### config.mk
export PLATFORM = sky130hd
export DESIGN_NAME = multi_reader_overwrite_ring
export DESIGN_NICKNAME = d
export VERILOG_FILES = /design/src/hw/rtl/mror_pkg.sv /design/src/hw/rtl/mror_rem.sv /design/src/hw/rtl/mror_store.sv /design/src/hw/rtl/multi_reader_overwrite_ring.sv
export SDC_FILE = /design/constraint.sdc
export NUM_CORES = 2
export LEC_CHECK = 0
export BUFFER_PORTS_ARGS = -buffer_cell sky130_fd_sc_hd__buf_4
export CAP_MARGIN = 20
export CORE_MARGIN = 3
export CORE_UTILIZATION = 63
export CTS_BUF_LIST = sky130_fd_sc_hd__clkbuf_8
export CTS_CLUSTER_DIAMETER = 50
export DETAILED_ROUTE_END_ITERATION = 7
export MAX_ROUTING_LAYER = met4
export PLACE_DENSITY_LB_ADDON = 0.12
export SETUP_SLACK_MARGIN = 0.5
export SLEW_MARGIN = 20
export SYNTH_ARGS = -nofsm -noshare
export SYNTH_HDL_FRONTEND = slang
export SYNTH_SLANG_ARGS = --single-unit
### constraint.sdc
create_clock -name clk -period 13.9 [get_ports clk]
set_clock_uncertainty 0.05 [all_clocks]
set_input_delay 3.475 -clock clk [delete_from_list [all_inputs] [get_ports clk]]
set_output_delay 3.475 -clock clk [all_outputs]
set_load 0.01 [all_outputs]
### src/hw/rtl/mror_pkg.sv
// Shared constants and types for the multi-reader overwrite ring.
`timescale 1ns / 1ps

package mror_pkg;

  // Build-time defaults for the top-level parameters.
  localparam int MAX_QUEUE_DEF = 16;
  localparam int MSG_WIDTH_DEF = 64;

  // Fixed field widths of the stream and register ports.
  localparam int MODE_W     = 2;
  localparam int MSG_PORT_W = 64;
  localparam int GEN_W      = 32;
  localparam int CFG_QD_W   = 5;
  localparam int APB_DATA_W = 32;
  localparam int APB_ADDR_W = 3;

  // Operation codes carried in in_tuser.
  localparam logic [MODE_W-1:0] MODE_PUBLISH = 2'd0;
  localparam logic [MODE_W-1:0] MODE_READ    = 2'd1;
  localparam logic [MODE_W-1:0] MODE_QUERY   = 2'd2;

  // Register map: the word index is paddr[2].
  localparam logic REG_QUEUE_DEPTH = 1'b0;
  localparam logic [CFG_QD_W-1:0] QUEUE_DEPTH_RST = 5'd1;

  // The remainder unit takes one dividend bit per cycle.
  localparam int DIV_STEPS = GEN_W;
  localparam int DIV_CNT_W = $clog2(DIV_STEPS);

  typedef struct packed {
    logic busy;
    logic done;
  } rem_stat_t;

endpackage

### src/hw/rtl/mror_rem.sv
// Bit-serial restoring remainder unit: 32-bit dividend modulo a small divisor.
`timescale 1ns / 1ps

module mror_rem #(
  parameter int DEPTH_W = 5
) (
  input  logic                      clk,
  input  logic                      rst_n,
  input  logic                      start,
  input  logic [mror_pkg::GEN_W-1:0] dividend,
  input  logic [DEPTH_W-1:0]        divisor,
  output mror_pkg::rem_stat_t       stat,
  output logic [DEPTH_W-1:0]        rem
);

  localparam logic [mror_pkg::DIV_CNT_W-1:0] CNT_LAST =
    mror_pkg::DIV_CNT_W'(mror_pkg::DIV_STEPS - 1);

  logic                       busy_r;
  logic                       done_r;
  logic [mror_pkg::DIV_CNT_W-1:0] cnt_r;
  logic [mror_pkg::GEN_W-1:0] dvd_r;
  logic [DEPTH_W-1:0]         rem_r;
  logic [DEPTH_W-1:0]         rem_nxt;
  logic [DEPTH_W:0]           trial;
  logic [DEPTH_W:0]           dsr_ext;

  // One restoring step: bring in the next dividend bit, subtract if it fits.
  always_comb begin
    trial   = {rem_r, dvd_r[mror_pkg::GEN_W-1]};
    dsr_ext = {1'b0, divisor};
    if (trial >= dsr_ext) begin
      rem_nxt = DEPTH_W'(trial - dsr_ext);
    end else begin
      rem_nxt = trial[DEPTH_W-1:0];
    end
  end

  always_ff @(posedge clk) begin
    if (!rst_n) begin
      busy_r <= 1'b0;
      done_r <= 1'b0;
      cnt_r  <= '0;
    end else begin
      done_r <= 1'b0;
      if (start) begin
        busy_r <= 1'b1;
        cnt_r  <= '0;
      end else if (busy_r) begin
        cnt_r <= cnt_r + 1'b1;
        if (cnt_r == CNT_LAST) begin
          busy_r <= 1'b0;
          done_r <= 1'b1;
        end
      end
    end
  end

  always_ff @(posedge clk) begin
    if (start) begin
      dvd_r <= dividend;
      rem_r <= '0;
    end else if (busy_r) begin
      dvd_r <= {dvd_r[mror_pkg::GEN_W-2:0], 1'b0};
      rem_r <= rem_nxt;
    end
  end

  assign stat.busy = busy_r;
  assign stat.done = done_r;
  assign rem       = rem_r;

endmodule

### src/hw/rtl/mror_store.sv
// Message slot memory: one write port and one registered read port.
`timescale 1ns / 1ps

module mror_store #(
  parameter int DEPTH = 16,
  parameter int WIDTH = 64,
  parameter int IDX_W = (DEPTH > 1) ? $clog2(DEPTH) : 1
) (
  input  logic             clk,
  input  logic             wr_en,
  input  logic [IDX_W-1:0] wr_addr,
  input  logic [WIDTH-1:0] wr_data,
  input  logic             rd_en,
  input  logic [IDX_W-1:0] rd_addr,
  output logic [WIDTH-1:0] rd_data
);

  logic [WIDTH-1:0] mem_r [DEPTH];
  logic [WIDTH-1:0] rd_data_r;

  always_ff @(posedge clk) begin
    if (wr_en) begin
      mem_r[wr_addr] <= wr_data;
    end
  end

  always_ff @(posedge clk) begin
    if (rd_en) begin
      rd_data_r <= mem_r[rd_addr];
    end
  end

  assign rd_data = rd_data_r;

endmodule

### src/hw/rtl/multi_reader_overwrite_ring.sv
// Top level of the multi-reader overwrite ring: sequencer, counters and ports.
// A query, an unused mode or a read before any publish goes from an accepted beat straight to
// the output register; a publish first runs the serial remainder, and a read also the lag
// check, step back and slot read. One beat is in flight at a time: in_tready returns once the
// result is loaded, which waits while the previous result is held by a low out_tready.
// rst_n is synchronous and active low: it clears the counters, the data-present flag, the
// sequencer and out_tvalid, and sets queue_depth to 1; the slot memory is not cleared.
`timescale 1ns / 1ps

module multi_reader_overwrite_ring #(
  parameter int MAX_QUEUE = mror_pkg::MAX_QUEUE_DEF,
  parameter int MSG_WIDTH = mror_pkg::MSG_WIDTH_DEF
) (
  input  logic         clk,
  input  logic         rst_n,
  // Input stream.
  input  logic         in_tvalid,
  output logic         in_tready,
  input  logic [95:0]  in_tdata,   // message_word [63:0], reader_generation [95:64]
  input  logic [1:0]   in_tuser,   // mode [1:0]
  // Result stream.
  output logic         out_tvalid,
  input  logic         out_tready,
  output logic [159:0] out_tdata,  // read_message [63:0], next_generation [95:64],
                                   // lost_total [127:96], publish_total [159:128]
  output logic [1:0]   out_tuser,  // data_valid [0], updated [1]
  // Register port.
  input  logic                              cfg_psel,
  input  logic                              cfg_penable,
  input  logic                              cfg_pwrite,
  input  logic [mror_pkg::APB_ADDR_W-1:0]   cfg_paddr,
  input  logic [mror_pkg::APB_DATA_W-1:0]   cfg_pwdata,
  output logic [mror_pkg::APB_DATA_W-1:0]   cfg_prdata,
  output logic                              cfg_pready
);

  localparam int GEN_W   = mror_pkg::GEN_W;
  localparam int DEPTH_W = $clog2(MAX_QUEUE + 1);
  localparam int IDX_W   = (MAX_QUEUE > 1) ? $clog2(MAX_QUEUE) : 1;

  // The sequencer walks a read through the lag check, the step back, the remainder and
  // the slot read if data is present; a publish goes to the remainder; others skip all.
  typedef enum logic [5:0] {
    S_IDLE = 6'b000001,
    S_LAG  = 6'b000010,
    S_BACK = 6'b000100,
    S_DIV  = 6'b001000,
    S_MEM  = 6'b010000,
    S_DONE = 6'b100000
  } state_t;

  state_t state_r, state_nxt;

  logic [mror_pkg::CFG_QD_W-1:0] queue_depth_r;
  logic [GEN_W-1:0]              pc_r;
  logic                          has_data_r;
  logic [GEN_W-1:0]              lost_r;

  logic [mror_pkg::MODE_W-1:0] mode_r;
  logic [MSG_WIDTH-1:0]        word_r;
  logic [GEN_W-1:0]            gen_r;
  logic [mror_pkg::MSG_PORT_W-1:0] msg_r;

  logic         out_tvalid_r;
  logic [159:0] out_tdata_r;
  logic [1:0]   out_tuser_r;

  logic             in_acc;
  logic             cfg_wr;
  logic [GEN_W-1:0] depth32;
  logic [DEPTH_W-1:0] depth;
  logic [GEN_W-1:0] reach;
  logic [GEN_W-1:0] gen_back;
  logic             out_load;
  logic             upd;
  logic [mror_pkg::MSG_PORT_W-1:0] rd_ext;

  logic                 rem_start;
  logic [GEN_W-1:0]     rem_dvd;
  mror_pkg::rem_stat_t  rem_stat;
  logic [DEPTH_W-1:0]   rem;
  logic                 mem_wr;
  logic                 mem_rd;
  logic [MSG_WIDTH-1:0] mem_rdata;

  // ---------------------------------------------------------------------------
  // Register port. The depth register is written in the access cycle of a write;
  // the effective depth is clamped into 1..MAX_QUEUE.
  // ---------------------------------------------------------------------------
  assign cfg_pready = 1'b1;
  assign cfg_wr = cfg_psel && cfg_penable && cfg_pwrite && cfg_pready &&
                  (cfg_paddr[2] == mror_pkg::REG_QUEUE_DEPTH);

  always_comb begin
    cfg_prdata = '0;
    if (cfg_paddr[2] == mror_pkg::REG_QUEUE_DEPTH) begin
      cfg_prdata = mror_pkg::APB_DATA_W'(queue_depth_r);
    end
  end

  always_ff @(posedge clk) begin
    if (!rst_n) begin
      queue_depth_r <= mror_pkg::QUEUE_DEPTH_RST;
    end else if (cfg_wr) begin
      queue_depth_r <= cfg_pwdata[mror_pkg::CFG_QD_W-1:0];
    end
  end

  always_comb begin
    depth32 = GEN_W'(queue_depth_r);
    if (depth32 == '0) begin
      depth32 = GEN_W'(1);
    end else if (depth32 > GEN_W'(MAX_QUEUE)) begin
      depth32 = GEN_W'(MAX_QUEUE);
    end
    depth = depth32[DEPTH_W-1:0];
  end

  // ---------------------------------------------------------------------------
  // Datapath helpers. Each sequencer step uses only a short chain of wide adds
  // and compares.
  // ---------------------------------------------------------------------------
  assign in_tready = (state_r == S_IDLE);
  assign in_acc    = in_tvalid && in_tready;

  // A reader further than one ring behind is pulled up to the oldest kept slot.
  assign reach = gen_r + depth32;

  // A reader that is fully caught up rereads the newest message.
  assign gen_back = ((pc_r == gen_r) && (gen_r != '0)) ? gen_r - 1'b1 : gen_r;

  assign rem_start = (in_acc && (in_tuser == mror_pkg::MODE_PUBLISH)) || (state_r == S_BACK);
  assign rem_dvd   = (state_r == S_BACK) ? gen_back : pc_r;

  mror_rem #(
    .DEPTH_W (DEPTH_W)
  ) u_rem (
    .clk      (clk),
    .rst_n    (rst_n),
    .start    (rem_start),
    .dividend (rem_dvd),
    .divisor  (depth),
    .stat     (rem_stat),
    .rem      (rem)
  );

  // The remainder is below the depth, so its low bits address the slot directly.
  assign mem_wr = (state_r == S_DIV) && rem_stat.done && (mode_r == mror_pkg::MODE_PUBLISH);
  assign mem_rd = (state_r == S_DIV) && rem_stat.done && (mode_r == mror_pkg::MODE_READ);

  mror_store #(
    .DEPTH (MAX_QUEUE),
    .WIDTH (MSG_WIDTH),
    .IDX_W (IDX_W)
  ) u_store (
    .clk     (clk),
    .wr_en   (mem_wr),
    .wr_addr (rem[IDX_W-1:0]),
    .wr_data (word_r),
    .rd_en   (mem_rd),
    .rd_addr (rem[IDX_W-1:0]),
    .rd_data (mem_rdata)
  );

  always_comb begin
    rd_ext = '0;
    rd_ext[MSG_WIDTH-1:0] = mem_rdata;
  end

  // ---------------------------------------------------------------------------
  // Sequencer.
  // ---------------------------------------------------------------------------
  always_comb begin
    state_nxt = state_r;
    case (state_r)
      S_IDLE: begin
        if (in_acc) begin
          case (in_tuser)
            mror_pkg::MODE_PUBLISH: state_nxt = S_DIV;
            mror_pkg::MODE_READ:    state_nxt = has_data_r ? S_LAG : S_DONE;
            default:                state_nxt = S_DONE;
          endcase
        end
      end
      S_LAG:  state_nxt = S_BACK;
      S_BACK: state_nxt = S_DIV;
      S_DIV: begin
        if (rem_stat.done) begin
          state_nxt = (mode_r == mror_pkg::MODE_READ) ? S_MEM : S_DONE;
        end
      end
      S_MEM:  state_nxt = S_DONE;
      S_DONE: begin
        if (out_load) begin
          state_nxt = S_IDLE;
        end
      end
      default: state_nxt = S_IDLE;
    endcase
  end

  always_ff @(posedge clk) begin
    if (!rst_n) begin
      state_r    <= S_IDLE;
      pc_r       <= '0;
      has_data_r <= 1'b0;
      lost_r     <= '0;
    end else begin
      state_r <= state_nxt;
      if (mem_wr) begin
        pc_r       <= pc_r + 1'b1;
        has_data_r <= 1'b1;
      end
      if ((state_r == S_LAG) && (pc_r > reach)) begin
        lost_r <= lost_r + (pc_r - reach);
      end
    end
  end

  // Per-beat working registers.
  always_ff @(posedge clk) begin
    if (in_acc) begin
      mode_r <= in_tuser;
      word_r <= in_tdata[MSG_WIDTH-1:0];
      gen_r  <= in_tdata[95:64];
      msg_r  <= '0;
    end else begin
      case (state_r)
        S_LAG: begin
          if (pc_r > reach) begin
            gen_r <= pc_r - depth32;
          end
        end
        S_BACK: gen_r <= gen_back;
        S_MEM: begin
          msg_r <= rd_ext;
          if (gen_r < pc_r) begin
            gen_r <= gen_r + 1'b1;
          end
        end
        default: ;
      endcase
    end
  end

  // ---------------------------------------------------------------------------
  // Output register: loaded from the finished beat when empty or being drained.
  // ---------------------------------------------------------------------------
  assign out_load = (state_r == S_DONE) && (!out_tvalid_r || out_tready);
  assign upd = (mode_r == mror_pkg::MODE_QUERY) && has_data_r && (gen_r != pc_r);

  always_ff @(posedge clk) begin
    if (!rst_n) begin
      out_tvalid_r <= 1'b0;
    end else if (out_load) begin
      out_tvalid_r <= 1'b1;
    end else if (out_tready) begin
      out_tvalid_r <= 1'b0;
    end
  end

  always_ff @(posedge clk) begin
    if (out_load) begin
      out_tdata_r <= {pc_r, lost_r, gen_r, msg_r};
      out_tuser_r <= {upd, has_data_r};
    end
  end

  assign out_tvalid = out_tvalid_r;
  assign out_tdata  = out_tdata_r;
  assign out_tuser  = out_tuser_r;

  // ---------------------------------------------------------------------------
  // Assertions.
  // ---------------------------------------------------------------------------
  a_pc_bump: assert property (@(posedge clk) disable iff (!rst_n)
    mem_wr |=> (pc_r == $past(pc_r) + 1'b1))
    else $error("publish count did not advance after a slot write");

  a_lost_only_in_lag: assert property (@(posedge clk) disable iff (!rst_n)
    (state_r != S_LAG) |=> $stable(lost_r))
    else $error("lost count changed outside the lag check");

  a_no_data_zero_count: assert property (@(posedge clk) disable iff (!rst_n)
    !has_data_r |-> (pc_r == '0))
    else $error("publish count moved without data present");

  a_rem_start_idle: assert property (@(posedge clk) disable iff (!rst_n)
    rem_start |-> !rem_stat.busy)
    else $error("remainder unit restarted while busy");

  a_rem_done_in_div: assert property (@(posedge clk) disable iff (!rst_n)
    rem_stat.done |-> (state_r == S_DIV))
    else $error("remainder finished outside the divide step");

endmodule

[Yosys cells after proc, flatten, opt, wreduce, memory -nomap -nowiden]
Memories as Yosys holds them, arrays and structs flattened. A register that Yosys moved wholly into a read port is not among the register bits.
Index checks and enable logic that the tools add are counted.
Widths: inputs -> output; s select.
Cells by class
  $add $sub $neg: 9
  $lt $le $gt $ge: 4
  equal/unequal tests: 17
  mux-type cells: 27
  bitwise logic cells: 3
  reductions and logical operators: 27
Operators with widths (count)
  $mux 32: 7
  $pmux 32 s3: 1
  $add 32x1->32 const B: 2
  $add 32x32->32: 2
  $sub 32x32->32: 2
  $pmux 6 s6: 1
  $eq 32x32->1: 1
  $gt 32x32->1: 1
  $lt 32x32->1: 1
  $ne 32x32->1: 1
  $reduce_bool 32->1: 1
  $sub 32x1->32 const B: 1
  $mux 6: 5
  $mux 5: 4
  $logic_and 1x1->1: 13
  $pmux 6 s2: 1
  $mux 1: 8
  $eq 6x1->1 const B: 1
  $eq 6x2->1 const B: 1
  $eq 6x3->1 const B: 1
  $eq 6x4->1 const B: 1
  $eq 6x5->1 const B: 1
  $eq 6x6->1 const B: 1
  $ge 6x5->1: 1
  other kinds (20): 28
Storage, ports and cells
  register bits after elaboration: 445
  RAM bits: 1024
  input port bits: 140
  output and inout port bits: 197
  word-level logic and storage cells: 105
  memories: 1
Memory list
  u_store.mem_r: words 16, width 64, read ports 1, clocked after Yosys merged registers in 1, wr ports 1, line mror_store.sv:18  | logic [WIDTH-1:0] mem_r [DEPTH];

[Logic depth before layout (Yosys ltp)]
  word-level depth: 8
  mapped depth: 25

[By module]
A second synthesis with hierarchy kept.
Unflattened totals
  cell total of the unflattened synthesis: 3813
  area total of the unflattened synthesis: 63365.8 µm²
Modules (own cells, without submodules)
  mror_store: instances 1, cells an instance 1647, area an instance 40222.3 µm², seq. area each 32671.3 µm²
  multi_reader_overwrite_ring: instances 1, cells an instance 2018, area an instance 21056.4 µm², seq. area each 10630.2 µm²
  mror_rem: instances 1, cells an instance 148, area an instance 2087.0 µm², seq. area each 1201.2 µm²

[Worst setup path after synthesis]
OpenSTA, ideal clock, no wires.
  path kind: input to register
  from: in out_tready
  to: reg out_tdata_r[0] (netlist: out_tdata[0]) (enable)
  library setup time: 0.705 ns
  data arrival time: 10.730 ns
  slack: 2.415 ns
  stages: 2
  cells stage by stage: nand2b_1 > nor2b_1
Between the ends
  cells in the longest elaborated chain, start to end: 2
Ends and longest elaborated chain
  start: declaration: line multi_reader_overwrite_ring.sv:23  | input logic out_tready,
  $logic_or 1x1->1: line multi_reader_overwrite_ring.sv:249  | assign out_load = (state_r == S_DONE) && (!out_tvalid_r || out_tready);
  $logic_and 1x1->1: line multi_reader_overwrite_ring.sv:249
  via out_load: line multi_reader_overwrite_ring.sv:74  | logic out_load;
  end signal: assignment: line multi_reader_overwrite_ring.sv:264  | out_tdata_r <= {pc_r, lost_r, gen_r, msg_r};
  end: declaration: line multi_reader_overwrite_ring.sv:65  | logic [159:0] out_tdata_r;
The timed path passes the listed nets, and every way through them passes these cells.
A chain may end at the register's enable or synchronous reset.

[Worst setup path after layout]
  from: in cfg_paddr[2] in the netlist's numbering
  to: out cfg_prdata[1] in the netlist's numbering
Between the ends
  cells in the longest elaborated chain, start to end: 1
Ends and longest elaborated chain
  start: declaration: line multi_reader_overwrite_ring.sv:31  | input logic [mror_pkg::APB_ADDR_W-1:0] cfg_paddr,
  $mux 5: line multi_reader_overwrite_ring.sv:96  | if (cfg_paddr[2] == mror_pkg::REG_QUEUE_DEPTH) begin
  end: declaration: line multi_reader_overwrite_ring.sv:33  | output logic [mror_pkg::APB_DATA_W-1:0] cfg_prdata,
No other way between the ends.

==> flow_summary.ini <==
[setup_path]
required_ns = 10.38
arrival_ns = 3.89
setup.worst_path.end_class = output pin
worstSetupStartpointType = primary input
worst-path-max-fanout = 6
ff2ff_path_depth = 23
timing_worst_setup_path_type = in2out

[sta]
min_period_ns = 7.41
timing.max_slew.rel_slack_pct = 21.7
finalHoldViolCount = 0
finalSetupViolCount = 0
final-max-slew-violation-count = 0
tns_ns = 0
final.period_utilization_pct = 53.3
highest_attainable_clock_frequency_ghz = 0.135
worst-slew-pin-transition_ns = 1.18
unrepaired_setup_endpoints_after_global_routing = false
hold_slack_ns = 0.379

[floorplanning]
initial_utilization_pct = 63.7
die_height_um = 322
io_pins = 337
floorplan.die.width_um = 322
floorplan.rows = 115
core_region_area_mm2 = 0.0989
die-area_mm2 = 0.104

[grt]
grt_antenna_before_repair = 1
global_route.usage.total_pct = 30.4
grt_max_degree = 105
global_route.overflow_total = 0
wire_length_of_the_first_global_routing_pass_mm = 224
first_global_vias = 35900

[cts]
cts_root_buf = sky130_fd_sc_hd__clkbuf_8
clock_tree.buffer_depth = 3
clock_tree.htree_level_count = 4
clock-sinks = 1533
clock_insertion_delay_worst_skew_ns = 0.90
postCtsResizedCells = 0
post_cts_buffers = 0
cts.clk_slew.worst_paths_ns = 0.05
cts_tree = built
number_of_buffers_inserted_during_clock_tree_synthesis = 230
cts_hold_fix_bufs = 0

[power]
sw_frac_of_total_pct = 25.9
p_seq_share_pct = 48.7
share_clk_of_total_power_pct = 33.2
power_per_cell_area_mw_per_mm2 = 157
power.ir.vdd_worst_mv = 0.182
power.static_leakage_uw = 0.0244
power_frac_comb_pct = 18.1
cell_internal_pwr_uw = 8300
power_switching_uw = 2890

[synthesis]
synth.avg_cell_area_um2 = 17.3
asyncSetResetFlopFracSynth_pct = 0
mappedNetlistArea_mm2 = 0.0630
synth_top_flop_cell = sky130_fd_sc_hd__edfxtp_1
synth_seq_cells = 1533
synth_sequential_area_ratio_pct = 70.6
postSynthCellCount = 3632
ys_warn_count = 0
synth-edff-count = 1380
post_synth_num_cell_types = 75

[routing]
routed_wire_length_per_instance_um = 27.4
drt_iter0_drc = 4075
drc_errors = 0
wl_mm = 151
avgViaCountPerCell = 6.30
number_of_routed_nets_with_antenna_violations = 0
vias = 34800
drt_pre_antenna_iters = 6

[finish]
mostFrequentLayoutCells = sky130_fd_sc_hd__edfxtp_1 (1380), sky130_fd_sc_hd__buf_4 (334), sky130_fd_sc_hd__mux4_2 (320)
post-route-cell-area_mm2 = 0.0714
postLayoutCoreUtil_pct = 72.2
layout.cells.most_common = sky130_fd_sc_hd__edfxtp_1
design.final.nets = 4310
drive_above_1_share_pct = 24.7
seq_area_mm2 = 0.0445
fill_cells = 6073
area_growth_syn_to_layout_pct = 13.3
multi_input_area_mm2 = 0.0176

[placed_design]
post_dp_cell_area_mm2 = 0.0665
finalWeightedCongestion = 0.934
hpwlAfterDp_mm = 88.3
buffers_added_on_ports = 279

[flow_run]
max_cap_viol_count = 0

[hold_path]
min-delay-path-class = reg2reg
min_path_cells = 0

[outcome]
run_status = completed
[metal layers]
layer	vias up	track usage, %	routed length (um)	share of wire (%)
met5	-	-	0	0
met4	0	10.9	4870	3.2
met3	294	5.06	11400	7.5
met2	1658	49.6	76400	51
met1	17800	39.4	58200	39
li1	15000	-	-	-
[stage by stage]
stage	power [uW]	setup WS, ns	std cells
after floorplan	7060	2.42	3658
after global placement	7520	6.53	5074
after detailed placement	7580	6.48	5074
after CTS	11300	6.48	5514
after global routing	11600	6.46	5515
final	11200	6.49	5516
[power by group through the flow]
stage | registers, uW | clock network (uW) | logic [uW]
after global placement | 5530 | 0 | 1990
after global routing | 5470 | 3990 | 2170
after floorplan | 5410 | 0 | 1650
after detailed placement | 5550 | 0 | 2040
after CTS | 5450 | 3780 | 2040
final | 5450 | 3720 | 2020
[cells in the mapped netlist, types with 13 or more instances]
cell type	n	area share (%)
sky130_fd_sc_hd__nor2b_1	42	0.42
sky130_fd_sc_hd__fa_1	34	1.1
sky130_fd_sc_hd__or3_1	14	0.14
sky130_fd_sc_hd__clkbuf_1	131	0.78
sky130_fd_sc_hd__buf_1	34	0.20
sky130_fd_sc_hd__o21ai_0	134	1.1
sky130_fd_sc_hd__nand4_1	43	0.43
sky130_fd_sc_hd__inv_1	69	0.41
sky130_fd_sc_hd__xor2_1	44	0.61
sky130_fd_sc_hd__a22oi_1	13	0.15
sky130_fd_sc_hd__a31oi_1	20	0.20
sky130_fd_sc_hd__nand2_1	254	1.5
sky130_fd_sc_hd__a21oi_1	82	0.65
sky130_fd_sc_hd__nor3_1	42	0.33
sky130_fd_sc_hd__and3_1	16	0.16
sky130_fd_sc_hd__xnor2_1	127	1.8
sky130_fd_sc_hd__edfxtp_1	1380	66
sky130_fd_sc_hd__nor4_1	13	0.13
sky130_fd_sc_hd__nand2b_1	19	0.19
sky130_fd_sc_hd__a21o_1	21	0.25
sky130_fd_sc_hd__mux2i_1	58	0.92
sky130_fd_sc_hd__dfxtp_1	153	4.9
sky130_fd_sc_hd__mux4_2	320	11
sky130_fd_sc_hd__ha_1	117	2.3
sky130_fd_sc_hd__nand3_1	48	0.38
sky130_fd_sc_hd__nor2_1	196	1.2
sky130_fd_sc_hd__buf_4	31	0.37
[sequential cells by signal (all words and copies together) (netlist names)]
register,flops
u_store.mem_r,1024
out_tdata,160
msg_r,64
u_store.rd_data,64
word_r,64
gen_r,32
lost_r,32
pc_r,32
u_rem.dvd_r,32
state_r,6
queue_depth_r,5
u_rem.cnt_r,5
u_rem.rem,5
mode_r,2
out_tuser,2
has_data_r,1
out_tvalid,1
u_rem.busy_r,1
u_rem.done_r,1
[worst max-delay path, cell delays in order]
cell and delay [ns]:
sky130_fd_sc_hd__buf_4 0.13, sky130_fd_sc_hd__nor2b_1 0.14, sky130_fd_sc_hd__buf_4 0.14
[logic make-up after synthesis]
kind of cell               count (synthesis)  share of synthesized area, %
DFF                                     1533                          70.6
and+or+nand+nor                          747                          5.66
muxes                                    378                          12.4
AOI/OAI and AO/OA                        373                          3.67
buffers and inverters                    277                          1.89
xor gates and xnor gates                 171                          2.38
adders and majority gates                151                          3.40
other                                      2                        0.0119
[worst paths after layout]
check                                 from                      end  slack [ns]
min                 msg_r[47]$_SDFFE_PP0P_  out_tdata[47]$_DFFE_PP_        0.38
max reg2reg  queue_depth_r[4]$_SDFFE_PN0P_  lost_r[30]$_SDFFE_PN0P_        7.45
max                           cfg_paddr[2]            cfg_prdata[1]        6.49
min reg2reg         msg_r[47]$_SDFFE_PP0P_  out_tdata[47]$_DFFE_PP_        0.38
[layout make-up]
cell class	instances	share of cell area, %
diodes	2	0.00701
clock buffers	279	5.38
clock inverters	161	1.43
inverters	70	0.375
multi-input cells	1848	24.6
flip-flops and latches	1533	62.4
well taps	1287	2.26
repair buffers	336	3.56
Power figures use the tool's default switching activity.
